==> config.mk <==
export PLATFORM = sky130hd
export DESIGN_NAME = chr_probe
export DESIGN_NICKNAME = d
export VERILOG_FILES = /design/src/sv/chr_pkg.sv /design/src/sv/chr_probe.sv
export SDC_FILE = /design/constraint.sdc
export NUM_CORES = 1
export LEC_CHECK = 0
export BUFFER_PORTS_ARGS = -buffer_cell sky130_fd_sc_hd__buf_2
export CORE_MARGIN = 2
export CORE_UTILIZATION = 40
export DETAILED_ROUTE_END_ITERATION = 6
export PLACE_DENSITY = 0.68
export SYNTH_ARGS = -nofsm -noshare
export SYNTH_HDL_FRONTEND = slang
export SYNTH_SLANG_ARGS = --single-unit
==> constraint.sdc <==
create_clock -name vclk -period 5.1
set_input_delay 0.51 -clock vclk [all_inputs]
set_output_delay 0.51 -clock vclk [all_outputs]
set_load 0.03 [all_outputs]
==> src/sv/chr_pkg.sv <==
// shared types and codes for the hash ring block
// no dependencies; used by the core, the probe and the checker
package chr_pkg;

    localparam int HASH_W  = 32;
    localparam int NODE_W  = 8;
    localparam int MODE_W  = 2;
    localparam int STAT_W  = 2;
    localparam int ENTS_W  = 11;

    // operation codes
    localparam logic [MODE_W-1:0] MODE_INSERT = 2'd0;
    localparam logic [MODE_W-1:0] MODE_REMOVE = 2'd1;
    localparam logic [MODE_W-1:0] MODE_LOOKUP = 2'd2;

    // status codes
    localparam logic [STAT_W-1:0] ST_OK    = 2'd0;
    localparam logic [STAT_W-1:0] ST_EMPTY = 2'd1;
    localparam logic [STAT_W-1:0] ST_FULL  = 2'd2;

    typedef struct packed {
        logic [MODE_W-1:0] mode;
        logic [NODE_W-1:0] node_number;
        logic [HASH_W-1:0] hash_value;
    } req_t;

    typedef struct packed {
        logic [NODE_W-1:0] owner_node;
        logic [STAT_W-1:0] status;
        logic [ENTS_W-1:0] ring_entries;
    } rsp_t;

    // one ring position as held in memory
    typedef struct packed {
        logic [HASH_W-1:0] hash;
        logic [NODE_W-1:0] owner;
    } entry_t;

endpackage

==> src/sv/chr_probe.sv <==
// one binary search step: midpoint, hash compare and bound update
// depends on chr_pkg for the hash width
module chr_probe
    import chr_pkg::*;
#(
    parameter int AW = 10,
    parameter int CW = 11
)(
    input  logic [CW-1:0]     lo,
    input  logic [CW-1:0]     hi,
    input  logic [HASH_W-1:0] key,
    input  logic [HASH_W-1:0] probe_hash,
    input  logic              upper,
    output logic              active,
    output logic [AW-1:0]     mid,
    output logic [CW-1:0]     lo_step,
    output logic [CW-1:0]     hi_step
);

    logic [CW-1:0] span;
    logic [CW-1:0] mid_full;
    logic          go_right;

    // midpoint of the open window
    assign span     = hi - lo;
    assign mid_full = lo + (span >> 1);
    assign mid      = mid_full[AW-1:0];
    assign active   = (lo < hi);

    // upper bound skips equal hashes, lower bound stops on them
    assign go_right = upper ? (probe_hash <= key) : (probe_hash < key);
    assign lo_step  = go_right ? (mid_full + CW'(1)) : lo;
    assign hi_step  = go_right ? hi : mid_full;

endmodule

==> results.sh, run 1 <==
export IMPL_io_buffers=120
export IMPL_tightest_slew_ns=0.5343
export IMPL_antenna_found_initial=0
export IMPL_synthTopCellsByArea="ha_1, inv_1, a21oi_1"
export IMPL_synth_largest_area_cell="ha_1"
export IMPL_die_w_um=80.38
export IMPL_start_util_pct=41.86
export IMPL_grt_usage_pct=19.03
export IMPL_seq_cells=0
export IMPL_p_seq_share_pct=0
export IMPL_p_comb_share_pct=100.0
export IMPL_yosysSeqAreaShare_pct=0
export IMPL_finalSetupViolCount=0
export IMPL_hold_class="in2out"
export IMPL_final_setup_tns_ns=0
export IMPL_area_sequential_um2=0
export IMPL_num_antenna_cells=0
export IMPL_startpoint="hi[0]"
export IMPL_syn_num_nets=459
export IMPL_grt_pass1_wl_um=10320
export IMPL_num_nets_final=577
export IMPL_drc=0
export IMPL_switchingPower_uw=534.6
export IMPL_fmax_ghz=0.2080
export IMPL_clkbuf_count=0
export IMPL_num_vias=2641
export IMPL_switching_share_pct=63.99
export IMPL_wl_met2_um=2932
export IMPL_period_share_pct=94.25
export IMPL_drive_gt1_share_pct=33.10
export IMPL_clkPwrFrac_pct=0
export IMPL_grt_pass1_vias=2512
export IMPL_power_density_nw_per_um2=278.9
export IMPL_syn_avg_cell_area_um2=7.384
export IMPL_hold_path_startpoint="lo[0]"
export IMPL_power_internal_uw=300.8
export IMPL_die_area_um2=6461
export IMPL_placed_area_um2=2995
export IMPL_wl_met3_um=327
export IMPL_critPathArrivalTime_ns=4.30
export IMPL_fp_row_count=27
export IMPL_grt_overflow=0
export IMPL_irDropWorstVdd_mv=0.2532
export IMPL_cp_required_ns=4.59
export IMPL_dp_hpwl_um=5555
export IMPL_stdcell_area_um2=2995
export IMPL_highest_layer="met4"
export IMPL_start_kind="input pin"
export IMPL_slew_headroom_pct=64.05
export IMPL_critPathCapture="lo_step[10]"
export IMPL_drv_slew=0
export IMPL_first_pass_iters=4
export IMPL_yosysWarnings=0
export IMPL_max_cap_violations=0
export IMPL_core_um2=5574
export IMPL_synth_area_um2=2333
export IMPL_wire_per_inst_um=12.28
export IMPL_die_height_um=80.38
export IMPL_status="complete, no violations"
export IMPL_layout_min_cycle_time_ns=4.807
export IMPL_synth_top_cell_area_share_pct=28.95
export IMPL_postRouteAntennaNets=0
export IMPL_hold_ws_ns=1.398
export IMPL_p_leak_uw=0.001696
export IMPL_rsz0062_at_grt="false"
export IMPL_synth_cell_type_count=53
export IMPL_crit_fanout=5
export IMPL_place_congestion=0.8117
export IMPL_routed_wl_um=6189
export IMPL_grt_max_degree=23
export IMPL_synthCells=316
export IMPL_pin_count=120
export IMPL_via_per_inst=5.240
export IMPL_crit_path_end_kind="primary output"
export IMPL_drt_iter0_markers=79
export IMPL_hold_viol=0
export IMPL_postCtsSetupRepairBufs=0
export IMPL_critical_path_class="in2out"
export IMPL_fillers=563
export IMPL_drt_met1_wl_um=2898
export IMPL_syn2layout_area_growth_pct=28.36
## cells in the final DEF, fill, tap and decap left out, drive strengths merged, types with 2 or more instances in the layout
master   netlist  routed
a21oi         29      29
nand4         12      12
or4            3       3
a21o           4       4
o2111ai        2       2
mux2i          8       8
ha            54      54
o21a           2       2
a221oi         2       2
a21boi         2       2
mux2          14      14
a211o          2       2
nand3b         2       2
inv           58      58
nand2         17      17
or3            2       2
fa             2       2
xnor2         14      14
o21ai         15      15
a2111oi        3       3
xor2           5       5
nor3           6       6
o211ai         2       2
nor4           4       4
o21bai         3       3
nand3         12      12
nor2          12      12
and3           2       2
nor3b          3       3
buf            4     121
nor2b          4       4
## per-layer routing
layer | track usage [%] | vias up
met4 | 1.695 | 0
met3 | 1.124 | 4
met1 | 24.18 | 1182
li1 | - | 1375
met2 | 36.17 | 80
met5 | 0 | -
## final cells by class
class / count / area [µm²] / area share [%]
multi-input combinational: 253 / 2079 / 69.42
timing repair buffer: 121 / 608.1 / 20.30
tap: 72 / 90.09 / 3.008
inverter: 58 / 217.7 / 7.268
## how the worst min path moves through the flow
| stage | end | slack, ns | depth (start not counted) |
|---|---|---|---|
| after floorplan | lo_step[1] | 1.25 | 1 |
| after global placement | lo_step[0] | 1.40 | 4 |
| after detailed placement | lo_step[0] | 1.40 | 4 |
| after CTS | lo_step[0] | 1.40 | 4 |
| after global routing | lo_step[0] | 1.42 | 4 |
| final | lo_step[0] | 1.40 | 4 |
## critical path: stages
cell      delay, ns
buf_2          0.10
inv_1          0.05
ha_1           0.16
inv_1          0.05
fa_1           0.39
a21o_1         0.19
a21oi_1        0.27
o22ai_1        0.15
nor2_1         0.17
xnor2_1        0.14
ha_1           0.29
a21oi_1        0.23
a21boi_0       0.13
o21ba_2        0.21
or4_1          0.55
and4b_1        0.23
xnor2_1        0.13
mux2i_1        0.13
buf_2          0.21
## power by group through the flow
stage / clock, µW / combinational [µW] / sequential, µW
after global placement: 0 / 826 / 0
after floorplan: 0 / 631 / 0
after global routing: 0 / 915 / 0
final: 0 / 835 / 0
after detailed placement: 0 / 833 / 0
after CTS: 0 / 837 / 0
## logic make-up (layout without fill, tap and decap cells)
| kind of cell | after synthesis | in the layout | synth area share [%] |
|---|---|---|---|
| compound gates | 73 | 73 | 20.32 |
| xor+xnor | 19 | 19 | 7.775 |
| fa+ha+maj | 56 | 56 | 30.67 |
| buf+inv | 63 | 179 | 10.88 |
| simple gates | 83 | 83 | 20.16 |
| mux | 22 | 22 | 10.19 |
## metrics by stage
step,setup WS (ns),power (µW),util (%),std cells
after CTS,0.2904,837.1,53.74,504
after global placement,0.4377,826.3,53.74,504
after global routing,0.001603,915.1,53.74,504
after detailed placement,0.3170,833.1,53.74,504
final,0.2931,835.4,53.74,504
after floorplan,0.4207,630.6,-,316
## cells in the mapped netlist, types with 3 or more instances
cell type / number
inv_1: 58
ha_1: 54
a21oi_1: 29
nand2_1: 17
o21ai_0: 13
mux2_2: 12
nand3_1: 12
nor2_1: 12
xnor2_1: 12
nand4_1: 11
mux2i_1: 8
nor3_1: 5
xor2_1: 5
a21o_1: 4
nor2b_1: 4
nor3b_1: 3
nor4_1: 3
o21bai_1: 3
or4_1: 3
## what timing repair did
action | CTS | global route
hold buffers | 0 | 0
gates resized for setup | 0 | 2
endpoints found under the setup margin | 0 | 2
(Power assumes the default switching activity.)
==> run 2: changes to the inputs <==
--- a/config.mk
+++ b/config.mk
@@ -5,11 +5,12 @@
 export SDC_FILE = /design/constraint.sdc
 export NUM_CORES = 1
 export LEC_CHECK = 0
-export BUFFER_PORTS_ARGS = -buffer_cell sky130_fd_sc_hd__buf_2
+export BUFFER_PORTS_ARGS = -buffer_cell sky130_fd_sc_hd__buf_4
 export CORE_MARGIN = 2
 export CORE_UTILIZATION = 40
 export DETAILED_ROUTE_END_ITERATION = 6
 export PLACE_DENSITY = 0.68
+export RECOVER_POWER = 50
 export SYNTH_ARGS = -nofsm -noshare
 export SYNTH_HDL_FRONTEND = slang
 export SYNTH_SLANG_ARGS = --single-unit
==> constraint.sdc (replaced) <==
create_clock -name vclk -period 5.3
set_input_delay 0.53 -clock vclk [all_inputs]
set_output_delay 0.53 -clock vclk [all_outputs]
set_load 0.03 [all_outputs]
==> run 2 against run 1 <==
Critical path depth did not move. Via count fell by 1.2%. Design area rose by 7.9%. Count of clock-buffer cells in the layout did not move. Flip-flop and latch count did not move. Die area did not move. Setup slack improved by 0.18 ns. Final cell count did not move. Wire length rose by 7.9%. Non-clock buffer count did not move.
==> results.sh, run 2 (synthesis gave the netlist of run 1 again) <==
export IMPL_status="complete, no violations"
export IMPL_startpoint="hi[0]"
export IMPL_fillers=568
export IMPL_dp_hpwl_um=5939
export IMPL_power_density_nw_per_um2=263.6
export IMPL_cts_resized_gates=0
export IMPL_grt_pass1_wl_um=11120
export IMPL_hold_class="in2out"
export IMPL_start_util_pct=41.86
export IMPL_irDropWorstVdd_mv=0.2115
export IMPL_die_w_um=80.38
export IMPL_start_kind="input pin"
export IMPL_postCtsSetupRepairBufs=0
export IMPL_grt_pass1_vias=2610
export IMPL_fin_ws_ns=0.4770
export IMPL_slew_headroom_pct=7.885
export IMPL_path_cells="buf_4 > inv_1 > ha_1 > inv_1 > fa_1 > a21o_1 > a21oi_1 > o22ai_1 > nor2_1 > xnor2_1 > ha_1 > a21oi_1 > a21boi_0 > o21ba_2 > or4_1 > and4b_1 > xnor2_1 > mux2i_1 > buf_4"
export IMPL_period_share_pct=91.00
export IMPL_cp_required_ns=4.77
export IMPL_pre_cts_slack_ns=0.5069
export IMPL_finalSetupViolCount=0
export IMPL_drive_gt1_share_pct=29.63
export IMPL_clkbuf_count=0
export IMPL_total_power_uw=851.9
export IMPL_layoutNonFillerInstCount=504
export IMPL_routed_wl_um=6681
export IMPL_drv_slew=0
export IMPL_area_sequential_um2=0
export IMPL_layout_commonest_cell="buf_4"
export IMPL_layout_min_cycle_time_ns=4.823
export IMPL_grt_max_degree=23
export IMPL_via_per_inst=5.177
export IMPL_p_leak_uw=0.001742
export IMPL_max_cap_violations=0
export IMPL_io_buffers=120
export IMPL_wire_per_inst_um=13.26
export IMPL_rsz0062_at_grt="false"
export IMPL_fmax_ghz=0.2073
export IMPL_syn2layout_area_growth_pct=38.50
export IMPL_grt_overflow=0
export IMPL_crit_path_end_kind="primary output"
export IMPL_final_cell_mix="buf_4, inv_1, ha_1"
export IMPL_final_setup_tns_ns=0
export IMPL_critPathArrivalTime_ns=4.29
export IMPL_critical_path_class="in2out"
export IMPL_core_um2=5574
export IMPL_first_pass_iters=4
export IMPL_hold_path_startpoint="lo[6]"
export IMPL_postRouteAntennaNets=0
export IMPL_place_inst=504
export IMPL_crit_fanout=5
export IMPL_drc=0
export IMPL_ctsHoldBuffers=0
export IMPL_fp_row_count=27
export IMPL_drt_iter0_markers=62
export IMPL_max_stage_delay_ns=0.55
export IMPL_seq_cells=0
export IMPL_num_nets_final=577
export IMPL_hold_viol=0
export IMPL_grt_usage_pct=20.70
export IMPL_die_height_um=80.38
export IMPL_num_antenna_cells=0
export IMPL_slowest_stage="or4_1"
export IMPL_die_area_um2=6461
export IMPL_pin_count=120
export IMPL_antenna_found_initial=0
export IMPL_num_vias=2609
export IMPL_tightest_slew_ns=1.382
export IMPL_place_congestion=0.8675
==> run 2: final timing paths <==
check | to | slack (ns) | cells past startpoint
max | lo_step[10] | 0.48 | 19
min | lo_step[6] | 1.42 | 3
==> run 2: per-layer routing <==
| metal | wire, µm | global-route usage, % | part of all wire [%] | vias to the layer above |
|---|---|---|---|---|
| met3 | 321 | 0.8989 | 4.8 | 4 |
| li1 | - | - | - | 1370 |
| met4 | 34 | 1.186 | 0.51 | 0 |
| met1 | 2989 | 25.55 | 45 | 1165 |
| met2 | 3336 | 40.83 | 50 | 70 |
| met5 | 0 | 0 | 0 | - |
==> run 2: area by class of cell <==
class                      instances  area (µm²)  area share (%)
inverter                          58       217.7           6.736
multi-input combinational        253        2064           63.88
tap                               72       90.09           2.787
timing repair buffer             121       859.6           26.60
==> run 2: critical path, delay by kind of cell <==
family / cells / cell delay (ns)
AOI/OAI and AO/OA: 6 / 1.16
and+or+nand+nor: 3 / 0.95
adders and majority gates: 3 / 0.84
buffers and inverters: 4 / 0.42
xor gates and xnor gates: 2 / 0.29
muxes: 1 / 0.09
==> run 2: through the flow <==
step | hold WS, ns | utilization [%] | instance area (µm²)
after global routing | 1.434 | 57.98 | 3232
after floorplan | 1.286 | - | 2333
after CTS | 1.423 | 59.12 | 3296
after global placement | 1.418 | 59.12 | 3296
after detailed placement | 1.419 | 59.12 | 3296
final | 1.419 | 57.98 | 3232
==> run 2: power breakdown <==
part           total, µW  switching, µW  internal, µW  leakage (µW)
sequential             0              0             0             0
combinational        852            523           329       0.00174
clock                  0              0             0             0
